<file path="src/hdl/ssh_divider.sv">
// ----------------------------------------------------------------------------
// ssh_divider
// Shared restoring divider, one quotient bit per cycle.
// ----------------------------------------------------------------------------
module ssh_divider #(
	parameter int W  = 32,
	parameter int QW = 16,
	parameter int SW = $clog2(QW + 1)
) (
	input  logic          clk,
	input  logic          arst_n,
	input  logic          start,
	input  logic [W-1:0]  dividend,
	input  logic [W-1:0]  divisor,
	input  logic [SW-1:0] steps,
	output logic          done,
	output logic [QW-1:0] quotient
);

	logic [W-1:0]  rem_q;
	logic [W-1:0]  dsh_q;
	logic [QW-1:0] quo_q;
	logic [SW-1:0] cnt_q;
	logic          run_q;
	logic          done_q;
	logic          fit;

	assign fit = (rem_q >= dsh_q);

	always_ff @(posedge clk or negedge arst_n) begin
		if (!arst_n) begin
			run_q  <= 1'b0;
			done_q <= 1'b0;
			cnt_q  <= '0;
		end else begin
			done_q <= 1'b0;
			if (start) begin
				run_q <= 1'b1;
				cnt_q <= steps;
			end else if (run_q) begin
				cnt_q <= cnt_q - 1'b1;
				if (cnt_q == SW'(1)) begin
					run_q  <= 1'b0;
					done_q <= 1'b1;
				end
			end
		end
	end

	always_ff @(posedge clk) begin
		if (start) begin
			rem_q <= dividend;
			dsh_q <= W'(divisor << (steps - 1'b1));
			quo_q <= '0;
		end else if (run_q) begin
			if (fit) begin
				rem_q <= rem_q - dsh_q;
			end
			dsh_q <= dsh_q >> 1;
			quo_q <= {quo_q[QW-2:0], fit};
		end
	end

	assign done     = done_q;
	assign quotient = quo_q;

endmodule

</file>
<file path="config.mk">
export PLATFORM = sky130hd
export DESIGN_NAME = ssh_divider
export DESIGN_NICKNAME = d
export VERILOG_FILES = /design/src/hdl/ssh_divider.sv
export SDC_FILE = /design/constraint.sdc
export NUM_CORES = 1
export LEC_CHECK = 0
export ABC_AREA = 0
export BUFFER_PORTS_ARGS = -buffer_cell sky130_fd_sc_hd__buf_4
export CORE_ASPECT_RATIO = 2
export CORE_MARGIN = 2
export CORE_UTILIZATION = 45
export DETAILED_ROUTE_END_ITERATION = 7
export PLACE_DENSITY = 0.61
export SYNTH_ARGS = -nofsm -noshare
export SYNTH_HDL_FRONTEND = slang
export SYNTH_SLANG_ARGS = --single-unit
</file>
<file path="constraint.sdc">
create_clock -name clk -period 5.8 [get_ports clk]
set_input_delay 1.16 -clock clk [delete_from_list [all_inputs] [get_ports clk]]
set_output_delay 1.16 -clock clk [all_outputs]
set_load 0.02 [all_outputs]
</file>
==> impl_metrics.py <==
metrics = {
    "logic_synthesis": {
        "seq_area_frac_synth_pct": 33.96,
        "syn_area_um2": 7118,
        "synth_async_sr_flop_share_pct": 8.046,
        "synth_edf_count": 64,
        "synth-main-ff-cell": "edfxtp_1",
        "yosysWarnings": 0,
        "mappedNetlistNets": 907,
        "ys_types": 66,
        "synth-seq-cells": 87,
        "syn_inst": 799,
        "avgSynthCellArea_um2": 8.909,
    },
    "floorplanning": {
        "rows": 65,
        "start_util_pct": 45.58,
        "pin_count": 89,
        "die_y_um": 181.9,
        "die-area_um2": 16900,
        "core_area_um2": 15620,
        "die_w_um": 92.93,
    },
    "timing": {
        "rsz0062_at_grt": "false",
        "maxSlewViolCount": 0,
        "tns_ns": 0,
        "clock_skew_ns": 0.01259,
        "worst_pin_slew_ns": 1.030,
        "final-hold-violation-count": 0,
        "setup_viol": 0,
        "fin_crit_ns": 4.064,
        "slew_headroom_pct": 31.28,
        "fmax_mhz": 246.1,
        "post-route-period-util_pct": 70.06,
    },
    "placement": {
        "dp_hpwl_mm": 15.35,
        "gp_congestion": 0.9775,
        "portBuffers": 88,
    },
    "critical_path": {
        "required_ns": 5.88,
        "reg2regPathDepth": 7,
        "cp.arrival_ns": 4.14,
        "r2r_slack_ns": 2.58,
        "timing_worst_setup_path_type": "in2reg",
        "endpoint_kind": "flop",
        "start_kind": "primary input",
        "cpPeakStageDelay_ns": 0.97,
        "cp_slowest_cell": "ha_1",
        "cp_max_fo": 32,
        "crit_path_frequent_cell": "mux2_2",
        "path_cells": "buf_4, inv_2, ha_1, mux2_2, mux2i_1, nor2_1, a21oi_1, mux2_2, o22ai_1",
    },
    "pwr": {
        "ir_drop_mv": 0.2367,
        "comb_power_share_pct": 57.1,
        "switching_share_pct": 44.59,
        "cellLeakagePower_nw": 3.378,
        "p_total_mw": 3.889,
        "p_per_area_nw_per_um2": 475.7,
        "power_frac_clock_pct": 16.8,
        "p_seq_share_pct": 26.1,
        "p_sw_mw": 1.734,
        "p_int_mw": 2.155,
    },
    "clock_tree": {
        "clock-sinks": 87,
        "postCtsSetupBuffers": 0,
        "ctsRootBufferMaster": "clkbuf_16",
        "htreeDepth": 3,
        "post_cts_resized": 0,
        "clk_latency_ns": 0.35,
        "path_clk_slew_ns": 0.07,
        "cts_buffers": 9,
        "clk_path_buf_depth": 2,
        "cts_tree": "yes",
        "cts_hold_buf": 0,
    },
    "worst_hold_path": {
        "hold-path-cell-count": 2,
        "hp-class": "reg2reg",
    },
    "detailed_routing": {
        "via_count": 6309,
        "drt_first_pass_iters": 5,
        "drtAntennaViolNets": 0,
        "dr.first_iter.drc_count": 415,
        "drt-total-wl_mm": 20.09,
        "drc": 0,
        "via_per_inst": 5.963,
        "wl_per_cell_um": 18.99,
    },
    "final_layout": {
        "drive_above_1_share_pct": 18.55,
        "nFillCells": 1524,
        "syn2layout_area_growth_pct": 14.85,
        "nNetsFinal": 960,
        "antenna_cells": 0,
    },
    "global_routing": {
        "antenna_found_initial": 0,
        "grt_usage_pct": 23.96,
        "grt_pass1_vias": 6103,
        "grt_overflow": 0,
        "grt_max_degree": 87,
        "grt_pass1_wl_mm": 31.64,
    },
    "outcome": {
        "status": "finished, final reports clean",
    },
    "flow_run": {
        "drv_cap": 0,
    },
}
==> state kept, by name (all words and copies together), names as in the netlist <==
register	cells
done	1
quotient	16
dsh_q	32
run_q	1
rem_q	32
cnt_q	5
==> synth_stat cells (10+ instances only) <==
| cell type | n | share of area [%] |
|---|---|---|
| nand2_1 | 112 | 5.9 |
| edfxtp_1 | 64 | 27 |
| o21ai_0 | 62 | 4.4 |
| nor2_1 | 60 | 3.2 |
| a21oi_1 | 50 | 3.5 |
| inv_1 | 47 | 2.5 |
| mux2i_1 | 47 | 6.6 |
| ha_1 | 35 | 6.2 |
| nor3_1 | 24 | 1.7 |
| buf_2 | 23 | 1.6 |
| clkbuf_1 | 19 | 1.0 |
| mux4_2 | 18 | 5.7 |
| nand4_1 | 17 | 1.5 |
| dfxtp_1 | 16 | 4.5 |
| o221ai_1 | 16 | 2.0 |
| xnor2_1 | 14 | 1.7 |
| mux2_2 | 13 | 2.1 |
| o22ai_1 | 12 | 1.1 |
| nand3_1 | 10 | 0.70 |
| o211ai_1 | 10 | 1.1 |
| o21a_1 | 10 | 1.1 |
| xor2_1 | 10 | 1.2 |
==> cell type report <==
| class | count | area [µm²] | share of cell area [%] |
|---|---|---|---|
| clock buffer | 9 | 225.2 | 2.755 |
| clock inverter | 7 | 102.6 | 1.255 |
| inverter | 48 | 180.2 | 2.204 |
| multi-input combinational | 610 | 4278 | 52.33 |
| sequential | 87 | 2417 | 29.57 |
| tap | 201 | 251.5 | 3.076 |
| timing repair buffer | 96 | 720.7 | 8.815 |
==> layer usage <==
layer | wire [µm] | track usage (%) | share of wire, % | vias up
met4 | 583 | 8.824 | 2.9 | 0
met1 | 8210 | 29.84 | 41 | 2989
li1 | - | - | - | 3068
met3 | 846 | 2.199 | 4.2 | 39
met5 | 0 | 0 | 0 | -
met2 | 10450 | 42.49 | 52 | 213
==> stage by stage <==
step | std cells | worst slack, ns | hold WS [ns] | utilization [%] | instance area (µm²)
5_1_grt | 1058 | 1.463 | 0.5577 | 52.36 | 8175
4_1_cts | 1058 | 1.776 | 0.5062 | 52.36 | 8175
3_5_place_dp | 1042 | 1.408 | 0.4881 | 50.26 | 7848
3_3_place_gp | 1042 | 1.509 | 0.4840 | 50.26 | 7848
6_report | 1058 | 1.736 | 0.4978 | 52.36 | 8175
2_1_floorplan | 799 | 2.207 | 0.5462 | - | 7118
==> kinds of logic after synthesis <==
logic type | Yosys count | share of synthesized area [%]
xor+xnor | 26 | 3.410
compound gates | 219 | 20.13
fa+ha+maj | 36 | 6.433
flops | 87 | 33.96
buf+inv | 102 | 6.082
mux | 78 | 14.36
simple gates | 251 | 15.63
==> placed cells by master, fill, tap and decap left out, types with 8 or more instances in the layout <==
master / instances
o21ai_0: 62
nand2_1: 111
mux2_2: 13
nand4_1: 17
mux2i_1: 47
nor3_1: 24
o21a_1: 10
ha_1: 35
dfxtp_1: 16
nor2b_1: 8
clkbuf_16: 9
nand3_1: 10
inv_1: 47
a21oi_1: 50
o221ai_1: 16
mux4_2: 18
o211ai_1: 10
xnor2_1: 14
xor2_1: 9
nor2_1: 60
edfxtp_1: 64
buf_4: 96
o22ai_1: 12
==> final timing paths <==
check,start,endpoint
max in group asynchronous,arst_n,run_q$_DFF_PN0_
max reg2reg,rem_q[21]$_DFFE_PP_,rem_q[20]$_DFFE_PP_
max,steps[0],dsh_q[31]$_SDFFCE_PN0P_
min in group asynchronous,arst_n,cnt_q[0]$_DFFE_PN0P_
min reg2reg,quotient[15]$_SDFFE_PP0P_,quotient[15]$_SDFFE_PP0P_
min,quotient[15]$_SDFFE_PP0P_,quotient[15]$_SDFFE_PP0P_
==> power by group through the flow <==
stage	clock network, mW	logic (mW)	registers [mW]
after floorplan	0	1.68	1.00
after global placement	0	2.16	1.03
after detailed placement	0	2.19	1.03
after CTS	0.661	2.20	1.01
after global routing	0.683	2.46	1.03
final	0.654	2.22	1.01
==> worst max-delay path, delay by kind of cell <==
kind | cells | cell delay, ns
adder cells (fa/ha/maj) | 1 | 0.97
buffers and inverters | 2 | 0.58
AND/OR/NAND/NOR | 1 | 0.08
multiplexers | 3 | 0.96
AO/OA/AOI/OAI | 2 | 0.37
Note: power is estimated with default switching activity, not from simulation.
