## config.mk

```make
export PLATFORM = sky130hd
export DESIGN_NAME = ssh_fsm
export DESIGN_NICKNAME = d
export VERILOG_FILES = /design/src/hdl/ssh_pkg.sv /design/src/hdl/ssh_fsm.sv
export SDC_FILE = /design/constraint.sdc
export NUM_CORES = 1
export LEC_CHECK = 0
export BUFFER_PORTS_ARGS = -buffer_cell sky130_fd_sc_hd__buf_4
export CORE_AREA = 2 2 39 41
export CTS_CLUSTER_SIZE = 25
export DETAILED_ROUTE_END_ITERATION = 7
export DIE_AREA = 0 0 41 43
export PLACE_DENSITY = 0.7
export SYNTH_ARGS = -nofsm -noshare
export SYNTH_HDL_FRONTEND = slang
export SYNTH_SLANG_ARGS = --single-unit
```

## constraint.sdc

```tcl
create_clock -name clk -period 1.15 [get_ports clk]
set_input_delay 0.115 -clock clk [delete_from_list [all_inputs] [get_ports clk]]
set_output_delay 0.115 -clock clk [all_outputs]
set_load 0.05 [all_outputs]
```

## src/hdl/ssh_pkg.sv

```systemverilog
// ----------------------------------------------------------------------------
// ssh_pkg
// Shared types and constants for the sample statistics histogram block.
// ----------------------------------------------------------------------------
package ssh_pkg;

	localparam int DEF_MAX_SAMPLES = 1024;
	localparam int DEF_MAX_BINS    = 64;

	localparam int SAMPLE_W    = 16;
	localparam int BIN_COUNT_W = 7;
	localparam int INDEX_W     = 6;
	localparam int TALLY_W     = 11;

	localparam logic [BIN_COUNT_W-1:0] BIN_COUNT_RST = 7'd10;
	localparam logic [BIN_COUNT_W-1:0] BIN_COUNT_MIN = 7'd2;

	typedef enum logic [3:0] {
		ST_LOAD,
		ST_SETUP,
		ST_RD,
		ST_MUL,
		ST_DIV,
		ST_DIV_WAIT,
		ST_CNT_RD,
		ST_CNT_WR,
		ST_AVG,
		ST_AVG_WAIT,
		ST_OUT_RD,
		ST_OUT
	} state_t;

	typedef struct packed {
		logic in_fire;
		logic last_in;
		logic empty;
		logic span_zero;
		logic div_done;
		logic last_idx;
		logic out_fire;
		logic last_bin;
	} sts_t;

	typedef struct packed {
		logic in_ready;
		logic setup;
		logic rd;
		logic mul;
		logic bin_start;
		logic bin_cap;
		logic cnt_rd;
		logic cnt_wr;
		logic avg_start;
		logic avg_cap;
		logic out_rd;
		logic out_valid;
	} ctl_t;

endpackage

```

## src/hdl/ssh_fsm.sv

```systemverilog
// ----------------------------------------------------------------------------
// ssh_fsm
// Sequencer: load, bin each stored sample, average, then report bins.
// ----------------------------------------------------------------------------
module ssh_fsm
	import ssh_pkg::*;
(
	input  logic clk,
	input  logic arst_n,
	input  sts_t sts,
	output ctl_t ctl
);

	state_t state_q;
	state_t state_nxt;

	always_ff @(posedge clk or negedge arst_n) begin
		if (!arst_n) begin
			state_q <= ST_LOAD;
		end else begin
			state_q <= state_nxt;
		end
	end

	always_comb begin
		state_nxt = state_q;
		unique case (state_q)
			ST_LOAD: begin
				if (sts.in_fire && sts.last_in) state_nxt = ST_SETUP;
			end
			ST_SETUP:    state_nxt = sts.empty ? ST_OUT_RD : ST_RD;
			ST_RD:       state_nxt = ST_MUL;
			ST_MUL:      state_nxt = ST_DIV;
			ST_DIV:      state_nxt = sts.span_zero ? ST_CNT_RD : ST_DIV_WAIT;
			ST_DIV_WAIT: begin
				if (sts.div_done) state_nxt = ST_CNT_RD;
			end
			ST_CNT_RD:   state_nxt = ST_CNT_WR;
			ST_CNT_WR:   state_nxt = sts.last_idx ? ST_AVG : ST_RD;
			ST_AVG:      state_nxt = ST_AVG_WAIT;
			ST_AVG_WAIT: begin
				if (sts.div_done) state_nxt = ST_OUT_RD;
			end
			ST_OUT_RD:   state_nxt = ST_OUT;
			ST_OUT: begin
				if (sts.out_fire) state_nxt = sts.last_bin ? ST_LOAD : ST_OUT_RD;
			end
			default:     state_nxt = ST_LOAD;
		endcase
	end

	always_comb begin
		ctl = '0;
		unique case (state_q)
			ST_LOAD:     ctl.in_ready  = 1'b1;
			ST_SETUP:    ctl.setup     = 1'b1;
			ST_RD:       ctl.rd        = 1'b1;
			ST_MUL:      ctl.mul       = 1'b1;
			ST_DIV:      ctl.bin_start = 1'b1;
			ST_DIV_WAIT: ctl.bin_cap   = 1'b1;
			ST_CNT_RD:   ctl.cnt_rd    = 1'b1;
			ST_CNT_WR:   ctl.cnt_wr    = 1'b1;
			ST_AVG:      ctl.avg_start = 1'b1;
			ST_AVG_WAIT: ctl.avg_cap   = 1'b1;
			ST_OUT_RD:   ctl.out_rd    = 1'b1;
			ST_OUT:      ctl.out_valid = 1'b1;
			default:     ctl = '0;
		endcase
	end

endmodule

```

==> impl_metrics.json <==
{
  "syn_area_per_cell_um2": 7.627,
  "crit_arrival_ns": 1.33,
  "fin_util": 0.7432,
  "crit_type": "reg -> out",
  "reg_top3": "state_q x4",
  "setup_viol": 16,
  "io_pins": 22,
  "drive_above_1_share": 0.7629,
  "clock_sinks": 4,
  "max_freq_mhz": 691.3,
  "drtAntennaViolNets": 0,
  "critPathMaxStageDelay_ns": 0.45,
  "top_register": "state_q",
  "maxCapViolations": 0,
  "path_buf_inv": 1,
  "grt_pass1_wl_um": 2442,
  "hold_class": "in -> reg",
  "fillers": 92,
  "initial_core_util": 0.2866,
  "drc_errors": 0,
  "p_leak_nw": 0.4566,
  "die_area_mm2": 0.001763,
  "seq_area_frac_synth": 0.2524,
  "clk_pin_slew_worst_paths_ns": 0.04,
  "io_buffers": 21,
  "grt_antenna_before_repair": 0,
  "drt_wl_total_um": 1584,
  "largest_reg_flops": 4,
  "cts_tree": "yes",
  "period_needed_ns": 1.447,
  "rows": 14,
  "period_share": 1.258,
  "fin_ws_ns": -0.2966,
  "core_area_mm2": 0.001384,
  "synth.cell_area_um2": 396.6,
  "synth_warnings": 0,
  "syn-num-nets": 62,
  "hold_viol": 0,
  "drtIter0Drc": 6,
  "cts_buffer_depth": 2,
  "area_delta_synth_final_pct": 159.3,
  "cp_cell_sequence": "or2b_4 > nor3_4 > buf_6",
  "ys_types": 26,
  "dr.pass1.iters": 4,
  "via_per_inst": 5.018,
  "cp_data_required_time_ns": 1.03,
  "clock_skew_ns": 0.001898,
  "die-height_um": 43,
  "place_area_um2": 774.5,
  "holdWs_ns": 0.1123,
  "path_max_fanout": 8,
  "via_count": 567,
  "design_area_mm2": 0.001028,
  "crit_slowest_cell": "dfrtp_2",
  "cp-start-kind": "register",
  "tightest_slew_ns": 0.2384,
  "wl_per_cell_um": 14.02,
  "p_total_mw": 3.150,
  "cts_buffers": 3,
  "slew_headroom": 0.8398,
  "cp_top_family": "simple AND/OR/NAND/NOR gates",
  "num_antenna_cells": 0,
  "status": "finished with violations",
  "syn_inst": 52,
  "synth_seq_cells": 4,
  "p_per_area_mw_per_mm2": 3063,
  "worstSetupEndpointType": "primary output",
  "violations": "setup timing",
  "fin_nets": 109,
  "dpl.hpwl_um": 1035,
  "grt_max_degree": 10,
  "track_usage": 0.2167,
  "dp_slack_ns": -0.2341,
  "first_global_vias": 543,
  "cts_root_buf": "clkbuf_4",
  "clk-insertion-delay-late_ns": 0.23,
  "die_width_um": 41,
  "vdd_ir_drop_max_mv": 1.538,
  "h-tree-depth": 1,
  "gr-total-overflow": 0,
  "gp_congestion": 0.7740,
  "slew_violations": 0,
  "rsz0062_at_grt": "yes"
}
worst register-to-register path, cell delays in order (launching register included):
cell      delay, ns
dfrtp_2        0.48
nor4_4         0.31
a21boi_2       0.24
a211o_1        0.16
o22ai_2        0.08
cells in the final DEF (no fill, tap or decap), drive strengths merged:
master / n
nand2b: 3
nor3: 5
nand2: 4
dfrtp: 4
or2b: 1
nand4b: 2
o2bb2ai: 2
o21ai: 2
nor4: 1
nor2: 9
o32a: 1
o32ai: 1
a21o: 1
a21boi: 2
mux2i: 1
o22ai: 1
a21oi: 1
nor2b: 2
xnor2: 1
inv: 1
xor2: 1
dlygate4sd3: 1
clkbuf: 3
a211o: 1
a31oi: 1
buf: 45
logic make-up (layout without fill, tap and decap cells):
logic type                Yosys count  count (layout)  synth area share
AOI/OAI and AO/OA                  13              13            0.2587
xor gates and xnor gates            2               2           0.04417
buffers and inverters               5              50           0.05993
DFF                                 4               4            0.2524
muxes                               1               1           0.02524
and+or+nand+nor                    27              27            0.3596
power by group:
part	leakage, nW	total, mW	internal, mW	switching [mW]
registers	0.0444	0.384	0.224	0.160
logic	0.398	2.60	1.27	1.33
clock network	0.0138	0.169	0.116	0.0528
total	0.457	3.15	1.61	1.54
worst paths after layout:
kind                       startpoint         end  cells after the start  slack [ns]
max in group asynchronous      arst_n  state_q[3]                      2        0.80
max reg2reg                state_q[1]  state_q[1]                      4       -0.23
min                            sts[1]  state_q[1]                      2        0.11
max                        state_q[2]      ctl[7]                      3       -0.30
min in group asynchronous      arst_n  state_q[1]                      2        0.24
min reg2reg                state_q[3]  state_q[2]                      2        0.69
routing by layer:
| metal | global-route usage | routed length (um) | vias to the layer above |
|---|---|---|---|
| met2 | 0.3469 | 847 | 15 |
| met4 | 0.1000 | 14 | 0 |
| met1 | 0.2508 | 675 | 271 |
| met5 | 0 | 0 | - |
| li1 | - | - | 279 |
| met3 | 0.06283 | 47 | 2 |
cells in the mapped netlist (all sizes together):
master,count,area share
o32ai,1,0.041
nor4,1,0.032
xor2,1,0.022
nand2,4,0.038
o32a,1,0.025
a21o,1,0.019
a21oi,1,0.013
inv,1,0.0095
o21ai,2,0.025
a211o,1,0.022
nor2b,2,0.032
xnor2,1,0.022
dfrtp,4,0.25
o2bb2ai,2,0.044
nor2,9,0.085
a21boi,2,0.038
o22ai,1,0.016
nor3,5,0.063
mux2i,1,0.025
nand2b,3,0.047
a31oi,1,0.016
buf,4,0.050
nand4b,2,0.044
or2b,1,0.019
metrics by stage:
stage          cells  setup TNS (ns)
2_1_floorplan     52          -3.714
3_3_place_gp     102          -1.972
3_5_place_dp     102          -2.285
4_1_cts          113          -3.537
5_1_grt          113          -4.672
6_report         113          -3.690
area by class of cell:
class | instances | area (um2) | area share
flip-flops and latches | 4 | 105.1 | 0.1022
well taps | 16 | 20.02 | 0.01946
repair buffers | 46 | 445.4 | 0.4331
clock buffers | 3 | 22.52 | 0.02190
multi-input cells | 43 | 429.2 | 0.4173
inverters | 1 | 6.256 | 0.006083
what timing repair did:
item                                    in CTS  in global routing
hold buffers                                 1                  0
endpoints found under the hold margin        4                  0
buffers inserted                             7                  0
endpoints found under the setup margin      16                 16
gates resized for setup                     35                 10
pin swaps                                   10                  3
No activity file was read; power rests on OpenSTA's default activity.
